$ cat src/rtl/assert_macros.svh
// assertion helpers for the rolling hash engine
`ifndef ASSERT_MACROS_SVH
`define ASSERT_MACROS_SVH

`define ASSERT_ALWAYS(label, prop, msg) \
   label: assert property (@(posedge clock) disable iff (reset) prop) else $error(msg);

`define ASSERT_NEXT(label, ante, cons, msg) \
   label: assert property (@(posedge clock) disable iff (reset) ante |=> cons) else $error(msg);

`endif

$ cat src/rtl/prh_pkg.sv
`timescale 1ns / 1ps
package prh_pkg;

   localparam int MAX_LEN = 1024;
   localparam int HASH_W  = 30;
   localparam int IDX_W   = 10;
   localparam int LEN_W   = 11;
   localparam int CNT_W   = 5;

   localparam logic [HASH_W-1:0] MODULUS      = 30'd1000000007;
   localparam logic [31:0]       MODULUS_X2   = 32'd2000000014;
   localparam logic [HASH_W-1:0] BASE_RESET   = 30'd31;
   localparam logic [HASH_W-1:0] INV_RESET    = 30'd129032259;
   localparam logic [7:0]        SYM_FIRST    = 8'd97;
   localparam logic [7:0]        SYM_LAST     = 8'd122;
   localparam logic [7:0]        SYM_OFFSET   = 8'd96;
   localparam logic [CNT_W-1:0]  MUL_LAST     = 5'd29;
   localparam logic [LEN_W-1:0]  LEN_FULL     = 11'd1024;

   localparam logic [1:0] STATUS_OK   = 2'd0;
   localparam logic [1:0] STATUS_BAD  = 2'd1;
   localparam logic [1:0] STATUS_FULL = 2'd2;

   localparam logic REG_HASH_BASE = 1'b0;
   localparam logic REG_BASE_INV  = 1'b1;

   typedef enum logic [1:0] {
      OP_APPEND = 2'd0,
      OP_RANGE  = 2'd1,
      OP_MERGE  = 2'd2,
      OP_NONE   = 2'd3
   } op_type;

   typedef enum logic [4:0] {
      FS_IDLE, FS_A_RD, FS_A_PW, FS_A_WPW, FS_A_WIV, FS_A_MV, FS_A_WV,
      FS_R_START, FS_R_HI, FS_R_LO, FS_R_INV, FS_R_MUL, FS_R_WAIT,
      FS_M_POW, FS_M_PRD, FS_M_WPW, FS_M_MUL, FS_M_WAIT, FS_DONE
   } fsm_type;

   typedef struct packed {
      logic [1:0]       req_type;
      logic [7:0]       symbol;
      logic             restart;
      logic [IDX_W-1:0] left_a;
      logic [IDX_W-1:0] right_a;
      logic [IDX_W-1:0] left_b;
      logic [IDX_W-1:0] right_b;
   } req_item_type;

   typedef struct packed {
      logic [HASH_W-1:0] hash_value;
      logic [IDX_W-1:0]  position;
      logic [1:0]        status;
   } rsp_item_type;

   typedef struct packed {
      logic [HASH_W-1:0] prefix;
      logic [HASH_W-1:0] power;
      logic [HASH_W-1:0] inverse;
   } entry_type;

   typedef struct packed {
      logic             we;
      logic [IDX_W-1:0] waddr;
      logic [IDX_W-1:0] raddr;
   } store_ctl_type;

   function automatic logic [HASH_W-1:0] add_mod(input logic [HASH_W-1:0] a,
                                                 input logic [HASH_W-1:0] b);
      logic [HASH_W:0] s;
      s = {1'b0, a} + {1'b0, b};
      if (s >= {1'b0, MODULUS}) begin
         s = s - {1'b0, MODULUS};
      end
      return s[HASH_W-1:0];
   endfunction

   function automatic logic [HASH_W-1:0] sub_mod(input logic [HASH_W-1:0] a,
                                                 input logic [HASH_W-1:0] b);
      logic [HASH_W:0] s;
      if (a >= b) begin
         s = {1'b0, a} - {1'b0, b};
      end else begin
         s = {1'b0, a} + {1'b0, MODULUS} - {1'b0, b};
      end
      return s[HASH_W-1:0];
   endfunction

   function automatic logic [HASH_W-1:0] reduce(input logic [HASH_W-1:0] a);
      return (a >= MODULUS) ? a - MODULUS : a;
   endfunction

endpackage

$ cat src/rtl/prh_modmul.sv
`timescale 1ns / 1ps
module prh_modmul (
   input  logic                       clock,
   input  logic                       reset,
   input  logic                       start,
   input  logic [prh_pkg::HASH_W-1:0] op_a,
   input  logic [prh_pkg::HASH_W-1:0] op_b,
   output logic [prh_pkg::HASH_W-1:0] result,
   output logic                       done
);

   logic                       busy_ff, busy_in;
   logic                       done_ff, done_in;
   logic [prh_pkg::CNT_W-1:0]  cnt_ff, cnt_in;
   logic [prh_pkg::HASH_W-1:0] acc_ff, acc_in;
   logic [prh_pkg::HASH_W-1:0] a_ff, a_in;
   logic [prh_pkg::HASH_W-1:0] b_ff, b_in;
   logic [31:0]                t;
   logic [31:0]                r;

   always_comb begin
      t = {1'b0, acc_ff, 1'b0} + (b_ff[prh_pkg::HASH_W-1] ? {2'b00, a_ff} : 32'd0);
      if (t >= prh_pkg::MODULUS_X2) begin
         r = t - prh_pkg::MODULUS_X2;
      end else if (t >= {2'b00, prh_pkg::MODULUS}) begin
         r = t - {2'b00, prh_pkg::MODULUS};
      end else begin
         r = t;
      end
      busy_in = busy_ff;
      done_in = 1'b0;
      cnt_in  = cnt_ff;
      acc_in  = acc_ff;
      a_in    = a_ff;
      b_in    = b_ff;
      if (start) begin
         busy_in = 1'b1;
         cnt_in  = '0;
         acc_in  = '0;
         a_in    = op_a;
         b_in    = op_b;
      end else if (busy_ff) begin
         acc_in = r[prh_pkg::HASH_W-1:0];
         b_in   = {b_ff[prh_pkg::HASH_W-2:0], 1'b0};
         cnt_in = cnt_ff + 1'b1;
         if (cnt_ff == prh_pkg::MUL_LAST) begin
            busy_in = 1'b0;
            done_in = 1'b1;
         end
      end
   end

   always_ff @(posedge clock) begin
      if (reset) begin
         busy_ff <= 1'b0;
         done_ff <= 1'b0;
      end else begin
         busy_ff <= busy_in;
         done_ff <= done_in;
      end
      cnt_ff <= cnt_in;
      acc_ff <= acc_in;
      a_ff   <= a_in;
      b_ff   <= b_in;
   end

   assign result = acc_ff;
   assign done   = done_ff;

endmodule

$ cat config.mk
export PLATFORM = sky130hd
export DESIGN_NAME = prh_modmul
export DESIGN_NICKNAME = d
export VERILOG_FILES = /design/src/rtl/assert_macros.svh /design/src/rtl/prh_pkg.sv /design/src/rtl/prh_modmul.sv
export SDC_FILE = /design/constraint.sdc
export NUM_CORES = 1
export LEC_CHECK = 0
export ABC_AREA = 1
export BUFFER_PORTS_ARGS = -buffer_cell sky130_fd_sc_hd__buf_2
export CAP_MARGIN = 20
export CORE_MARGIN = 2
export CORE_UTILIZATION = 55
export DETAILED_ROUTE_END_ITERATION = 16
export HOLD_SLACK_MARGIN = 0.06
export PLACE_DENSITY = 0.85
export SLEW_MARGIN = 5
export SYNTH_ARGS = -nofsm -noshare
export SYNTH_HDL_FRONTEND = slang
export SYNTH_SLANG_ARGS = --single-unit
export TNS_END_PERCENT = 50
$ cat constraint.sdc
create_clock -name clock -period 3.9 [get_ports clock]
set_clock_uncertainty 0.1 [all_clocks]
set_input_delay 0.975 -clock clock [delete_from_list [all_inputs] [get_ports clock]]
set_output_delay 0.975 -clock clock [all_outputs]
set_load 0.01 [all_outputs]
# After elaboration in Yosys (flattened, before gate mapping)
# Index checks and enable logic that the tools add are counted.
[op_classes]
eq_ne = 1
order_cmp = 2
reduce_logical = 2
muxes = 9
addsub = 4
bitwise_logic = 1
[ops]
columns = ["operator", "count"]
rows = [
  ["$mux 30", 5],
  ["$sub 30x30->30 const B", 2],
  ["$add 31x30->32", 1],
  ["$ge 32x30->1 const B", 1],
  ["$ge 32x31->1 const B", 1],
  ["$add 5x1->5 const B", 1],
  ["$eq 5x5->1 const B", 1],
  ["$mux 1", 4],
  ["$reduce_or 3->1", 1],
  ["$reduce_bool 2->1", 1],
  ["$not 1->1", 1],
]
[totals]
input_bits = 63
output_inout_bits = 31
reg_bits = 97

# Depth between registers and ports, before layout
# Gate-level depths: netlist of run 1.
[depth]
word_depth = 5
ltp_mapped = 30

# Worst setup path before layout of run 1
# No wires, ideal clock.
[synth_timing]
kind = "reg-to-reg"
from = "reg b_ff[29] (netlist name)"
to = "reg acc_ff (netlist bit result[25])"
stages_incl_launch_ff = 29
setup_ns = 0.113
path_buffers = 3
arrival_ns = 3.420
path_slack_ns = 0.267
cell_sequence = "edfxtp_1 -> clkbuf_1 -> clkbuf_1 -> nand2_1 -> inv_1 -> ha_1 -> inv_1 -> fa_1 -> inv_1 -> nand3_1 -> nand3_1 -> nand2_1 -> nor2_2 -> nand2_1 -> nor2_2 -> nand2_1 -> nand2_1 -> nand2_1 -> nand2_1 -> nand2_2 -> inv_2 -> nand2_1 -> nand2_1 -> nand2_4 -> buf_6 -> nand2_2 -> nand3_1 -> nand3_1 -> nand2_1"
[synth_via]
elab_chain_len = 5
elab_cells_between_ends = 8
classes_between = "3 x add/sub; 2 x order compare; 3 x mux"
[synth_rtl]
columns = ["item", "line", "source"]
rows = [
  ["start, declared", "prh_modmul.sv:17", "logic [prh_pkg::HASH_W-1:0] b_ff, b_in;"],
  ["start signal, assigned", "prh_modmul.sv:64", "b_ff <= b_in;"],
  ["$mux 30 *", "prh_modmul.sv:22", "t = {1'b0, acc_ff, 1'b0} + (b_ff[prh_pkg::HASH_W-1] ? {2'b00, a_ff} : 32'd0);"],
  ["$add 31x30->32 *", "prh_modmul.sv:22", ""],
  ["$sub 30x30->30 / $ge 32x30->1 (equally long branches)", "prh_modmul.sv:26, prh_modmul.sv:25", ""],
  ["$mux 30", "prh_modmul.sv:25", "end else if (t >= {2'b00, prh_pkg::MODULUS}) begin"],
  ["$mux 30 *", "prh_modmul.sv:23", "if (t >= prh_pkg::MODULUS_X2) begin"],
  ["end signal, assigned", "prh_modmul.sv:62", "acc_ff <= acc_in;"],
  ["end, declared", "prh_modmul.sv:15", "logic [prh_pkg::HASH_W-1:0] acc_ff, acc_in;"],
]
# Every way passes the cells marked *; elsewhere a longest branch is shown, timed or not.
# A chain may end at the register's enable or synchronous reset.

# Worst setup path in the final report of run 1
[layout_timing]
from = "reg b_ff[29] (netlist name)"
to = "reg acc_ff (netlist bit result[13])"
# The elaborated chain is that of the path after synthesis.

==> results of run 1 <==
[worst paths after layout]
check	from	endpoint	slack, ns	cells past startpoint
max	b_ff[29]	result[13]	0.11	23
min reg2reg	result[17]	result[17]	0.38	2
min	result[17]	result[17]	0.38	2
max reg2reg	b_ff[29]	result[13]	0.11	23
[cells by family after synthesis]
family	count (synthesis)
XOR/XNOR	28
adder cells (fa/ha/maj)	35
flip-flops	97
buffers and inverters	235
AO/OA/AOI/OAI	69
AND/OR/NAND/NOR	1015
[worst max-delay path, delay by kind of cell, from the launching register on]
kind	cells	cell delay [ns]
adders and majority gates	1	0.40
and+or+nand+nor	18	2.19
DFF	1	0.47
buffers and inverters	4	0.50
[state kept, by name, indices dropped and copies added, names as in the netlist]
name	flops
a_ff	30
b_ff	30
busy_ff	1
cnt_ff	5
done	1
result	30
[layer usage]
metal	global-route usage, %	share of wire, %	vias to the layer above
met3	5.38	9.5	71
met2	49.0	45	494
met5	0	0	-
met4	7.97	2.9	0
met1	43.0	43	4311
li1	-	-	4839
[layout by cell type, fill, tap and decap left out, drive strengths merged]
cell	Yosys	layout
a21boi	1	1
a21oi	28	28
a31oi	3	3
and2	2	2
and3	1	1
buf	12	138
bufinv	0	1
clkbuf	13	10
clkinv	2	3
dfxtp	37	37
edfxtp	60	60
fa	1	1
ha	34	34
inv	208	213
nand2	745	747
nand3	102	102
nand3b	7	7
nand4	15	15
nor2	131	132
nor3	12	12
o21ai	33	33
o21bai	2	2
o22ai	2	2
xnor2	3	3
xor2	25	25
[through the flow]
step	instances	setup slack, ns	hold WS, ns	utilization [%]	power, uW
floorplan	1479	0.267	0.322	-	2370
global placement	1801	-0.279	0.347	61.8	2810
detailed placement	1801	-0.294	0.365	61.8	2830
CTS	1820	-0.00507	0.376	64.1	3810
global route	1828	-0.0665	0.397	66.0	4130
finish	1828	0.111	0.376	66.0	3900
[repair_timing]
item                                    4_1_cts  5_1_grt
endpoints found under the hold margin         0        0
cloned                                        1        3
endpoints found under the setup margin       30       30
buffers inserted                              2        5
resized for setup                             2       69
pin swaps                                     1        8
[cell type report]
class                   instances  area share, %
repair buffers                139           8.37
multi-input cells            1150           54.3
flip-flops and latches         97           24.2
inverters                     210           7.49
clock buffers                   9           2.14
well taps                     216           2.57
clock inverters                 7          0.927
[power by group through the flow]
| stage | Clock [uW] | Combinational, uW | Sequential (uW) |
|---|---|---|---|
| 3_3_place_gp | 0 | 1540 | 1270 |
| 3_5_place_dp | 0 | 1560 | 1270 |
| 6_report | 972 | 1680 | 1250 |
| 5_1_grt | 1020 | 1840 | 1260 |
| 4_1_cts | 986 | 1570 | 1250 |
| 2_1_floorplan | 0 | 1110 | 1260 |
==> metrics, run 1 <==
status=finished, final reports clean; Multi-input gate area=0.00572 sq mm; largest net degree at the start of global routing=62; Port Buffers=93; Max-slew headroom=a little over half; data required time of the worst path=4.05 ns; Synth Area in Simple Gates=48.7%; Final period util=between 90% and 100%; drt drc=0; Post-synth top flop=edfxtp_1; grt ovf=0; placement-stage cell area=0.00985 sq mm; Post-CTS Hold Fix Bufs=0; Switch Pwr=between 1500 and 2000 uW; Seq/Total Area, Yosys=between 20 and 30%; fin crit period=3.79 ns; CTS tree=done; Layout Cell Area excl Fill=0.0105 sq mm; critical path capture point type=register; worst slew pin tran=0.680 ns; CTS buffer count=9; vias=9,715; worst min path class=reg2reg; XOR/XNOR Fraction of Synth Area=under 10%; CTS root buffer=clkbuf_16; Post-synth EDFFs=60; CORE AREA=0.0159 sq mm; crit-path max FO=20; worst skew pair latency=around 0.37 ns; worst-path cell chain=buf_8 > nand2_1 > inv_1 > ha_2 > nand2_1 > nor2_4 > inv_1 > nor3_4 > and2_1 > nand2_1 > nand3_1 > nand2_2 > nor2_2 > nand2_1 > nor2_2 > nand2_1 > nor2_4 > nor2_4 > buf_4 > nand2_1 > nand2_1 > nand2_1 > nand2_1; crit-path most repeated cell=nand2_1; synthesized flop and latch total=97; final setup vio count=0; Worst-path clk slew=0.08 ns; Setup crit start kind=register; P_int=2300 uW; area share of the largest cell type after synthesis=28.7%; Layout area overhead=17.2%; RD Place Congestion=1.01; slowest CP cell=edfxtp_1; biggest cell delay along the critical path=0.47 ns; Mean Syn Cell Area=6.07 sq um; row count=46; critical path arrival=3.94 ns; DRT antenna net count=0; Lkg Pwr=0.00571 uW; via density per instance=around 5.3; total area of sequential cells=0.00254 sq mm; Layout fillers=1,418; # H-tree levels=3; DR iter-0 viols=approximately 1,300; multiplexer area fraction after synthesis=0%; CTS max path bufs=2; die height=132 um; clk sinks=97; Mapped Area=0.00898 sq mm; Max-Cap Viols=0; Max VDD drop=about 0.37 mV; Seq pwr share=32.1%; Hold Vio Cnt, Final=0; Power Dens Cells=371 mW/mm^2; area leader, netlist=nand2_1; Post-Synthesis Cells=1,479; global-route wire length before repair=43.0 mm; most instantiated cells after synthesis=687 x nand2_1, 192 x inv_1, 105 x nor2_1; switch share=41.1%; GRT Util Overall=about 31%; die area=0.0174 sq mm; YS warnings=0; antenna violations before repair=0; Max Freq=264 MHz; asr flop ratio synth=0%; most common cell in the netlist=nand2_1; Slew Limit Fails=0; share of post-route cells with drive strength above 1=21.5%; adder-cell share of the synthesized area=4.96%; synth top area cells=nand2_1 29%, edfxtp_1 20%, dfxtp_1 8.2%; Final #Nets=1,705; Netlist cell types=40; drt pass-1 iters=6; drt wl/cell=15.0 um; Initial Util=56.3%; vias in the first global route=8,681; main combinational cell family by area after synthesis=simple AND/OR/NAND/NOR gates; combinational power share=43.0%; die width=between 100 and 150 um; IO Count=94; Clk pwr share=24.9%; Syn Nets=1,577; hpwl dp=20.7 mm; critical path type=reg2reg; DRT Wirelength=27.4 mm; Synth Area in Compound Gates=4.67%; Setup TNS=0 ns; # diodes=0
(Power assumes the default switching activity.)
==> run 2: changes to the inputs <==
--- a/config.mk
+++ b/config.mk
@@ -13,2 +13,3 @@
 export DETAILED_ROUTE_END_ITERATION = 16
+export GPL_ROUTABILITY_DRIVEN = 1
 export HOLD_SLACK_MARGIN = 0.06
==> constraint.sdc (replaced) <==
create_clock -name clock -period 3.9 [get_ports clock]
set_clock_uncertainty 0.1 [all_clocks]
set_input_delay 0.585 -clock clock [delete_from_list [all_inputs] [get_ports clock]]
set_output_delay 0.585 -clock clock [all_outputs]
set_load 0.01 [all_outputs]
==> metrics, run 2 (synthesis results as in run 1) <==
status=finished, final reports clean (unchanged); RSZ-0062 raised after global routing=yes; most frequent cells in the layout=675 x nand2_1, 190 x inv_1, 99 x nor2_1 (was 671 x nand2_1, 189 x inv_1, 97 x nor2_1); row count=46 (unchanged); Levels on crit path=23 (unchanged); die area=0.0174 sq mm (unchanged); Post-CTS Hold Fix Bufs=0 (unchanged); R2R setup slack=0.13 ns (was 0.11 ns); Setup crit start kind=register (unchanged); fin crit period=3.77 ns (was 3.79 ns); CP Buf/Inv Count=4 (unchanged); RD Place Congestion=0.992 (was 1.01); Worst R2R Path Depth=23 (unchanged); DR iter-0 viols=1,069 (was 1,276); die height=132 um (unchanged); critical path arrival=3.93 ns (was 3.94 ns); data required time of the worst path=4.06 ns (was 4.05 ns); drt pass-1 iters=6 (unchanged); Layout area overhead=14.5% (was 17.2%); Worst Setup SP=b_ff[29] (unchanged); hpwl dp=19.9 mm (was 20.7 mm); worst min path class=in2reg (was reg2reg); CTS max path bufs=2 (unchanged); drt wl/cell=14.3 um (was 15.0 um); crit-path max FO=29 (was 20); Min Hold Slack=0.278 ns (was 0.376 ns); Non-Filler Instances=1,801 (was 1,828); biggest cell delay along the critical path=0.44 ns (was 0.47 ns); # diodes=0 (unchanged); global-route wire length before repair=40.8 mm (was 43.0 mm); share of post-route cells with drive strength above 1=19.5% (was 21.5%); most common cell after layout, fill and taps aside=nand2_1 (unchanged); Layout Cell Area excl Fill=0.0103 sq mm (was 0.0105 sq mm); placement-stage cell area=0.00971 sq mm (was 0.00985 sq mm); IO Count=94 (unchanged); DRT antenna net count=0 (unchanged); critical path capture point type=register (unchanged); Slew Limit Fails=0 (unchanged); vias in the first global route=8,345 (was 8,681); Power Dens Cells=369 mW/mm^2 (was 371 mW/mm^2); GRT Util Overall=29.2% (was 30.6%); clk sinks=97 (unchanged); antenna violations before repair=0 (unchanged); Post-Place Cells=1,780 (was 1,801); Setup crit end=result[20] (was result[13]); worst slew pin tran=0.516 ns (was 0.680 ns); Final #Nets=1,678 (was 1,705); Port Buffers=93 (unchanged); # H-tree levels=3 (unchanged); worst-path cell chain=buf_12 > nand2_1 > inv_1 > ha_1 > nand2_1 > inv_1 > nand2_1 > nand2_1 > a21oi_1 > nand3_1 > nand2_1 > nand2_1 > nor2_4 > nand2_2 > nor2_4 > nand3_4 > nand3_4 > buf_4 > nand3_2 > nand2_1 > nand2_1 > nand3_1 > nand2_1 (was buf_8 > nand2_1 > inv_1 > ha_2 > nand2_1 > nor2_4 > inv_1 > nor3_4 > and2_1 > nand2_1 > nand3_1 > nand2_2 > nor2_2 > nand2_1 > nor2_2 > nand2_1 > nor2_4 > nor2_4 > buf_4 > nand2_1 > nand2_1 > nand2_1 > nand2_1); r2r startpoint=b_ff[29] (unchanged); CTS root buffer=clkbuf_16 (unchanged); CORE AREA=0.0159 sq mm (unchanged); critical path type=reg2reg (unchanged); vias=9,451 (was 9,715); drt drc=0 (unchanged); Hold Vio Cnt, Final=0 (unchanged); CTS buffer count=9 (unchanged); DRT Wirelength=25.8 mm (was 27.4 mm); Max Freq=265 MHz (was 264 MHz); grt ovf=0 (unchanged); final setup vio count=0 (unchanged); Lkg Pwr=0.00556 uW (was 0.00571 uW); Worst-path clk slew=0.08 ns (about the same); largest net degree at the start of global routing=45 (was 62); die width=132 um (unchanged); Max VDD drop=0.337 mV (was 0.369 mV); crit-path most repeated cell=nand2_1 (unchanged); Final period util=96.7% (was 97.2%); via density per instance=5.25 (was 5.31); CTS tree=done (unchanged); worst skew pair latency=0.37 ns (about the same); Top Family by Delay on Critical Path=simple AND/OR/NAND/NOR gates (unchanged); Max-slew headroom=65.5% (was 54.7%); Reg2Reg Capture Point=result[20] (was result[13]); slowest CP cell=edfxtp_1 (unchanged); Initial Util=56.3% (unchanged); Max-Cap Viols=0 (unchanged)
==> run 2: power by group <==
part / switching [uW] / total, uW / internal (uW)
logic: 1070 / 1600 / 531
registers: 57.9 / 1250 / 1190
clock network: 483 / 950 / 467
total: 1610 / 3800 / 2190
==> run 2: worst min-delay path by stage <==
stage	start	slack, ns	depth (start not counted)	end
finish	reset	0.28	2	busy_ff
global route	reset	0.27	2	busy_ff
CTS	reset	0.28	2	busy_ff
detailed placement	cnt_ff[4]	0.35	1	cnt_ff[4]
global placement	cnt_ff[4]	0.34	1	cnt_ff[4]
floorplan	cnt_ff[4]	0.32	1	cnt_ff[4]
==> run 2: cell type report <==
type                    instances  area (sq um)
clock inverters                 7          86.3
repair buffers                114           686
flip-flops and latches         97          2540
multi-input cells            1148          5680
clock buffers                   9           225
well taps                     216           270
inverters                     210           791
fillers                      1483          5660
==> run 2: per-stage QoR <==
stage	worst slack (ns)	setup TNS, ns	util [%]	total power (uW)
after floorplan	0.267	0	-	2370
after global placement	0.0904	0	60.9	2740
after detailed placement	0.114	0	60.9	2770
after CTS	0.0171	0	62.8	3710
after global routing	-0.0351	-0.120	64.5	4020
final	0.129	0	64.5	3800
==> run 2: worst register-to-register path: stages (launching register included) <==
cell      delay, ns
edfxtp_1       0.44
buf_12         0.19
nand2_1        0.08
inv_1          0.04
ha_1           0.36
nand2_1        0.18
inv_1          0.07
nand2_1        0.07
nand2_1        0.08
a21oi_1        0.26
nand3_1        0.15
nand2_1        0.08
nand2_1        0.17
nor2_4         0.19
nand2_2        0.11
nor2_4         0.16
nand3_4        0.13
nand3_4        0.18
buf_4          0.17
nand3_2        0.09
nand2_1        0.08
nand2_1        0.04
nand3_1        0.16
nand2_1        0.08
==> run 2: routing by layer <==
layer  GRT usage (%)  wire [um]
met3            3.50       2270
met5               0          0
met1            41.8      11600
met2            46.1      11300
met4            9.30        627
==> run 2: what timing repair did <==
| action | in CTS | in global routing |
|---|---|---|
| buffers inserted | 0 | 3 |
| setup endpoints to repair | 0 | 30 |
| gates resized for setup | 0 | 61 |
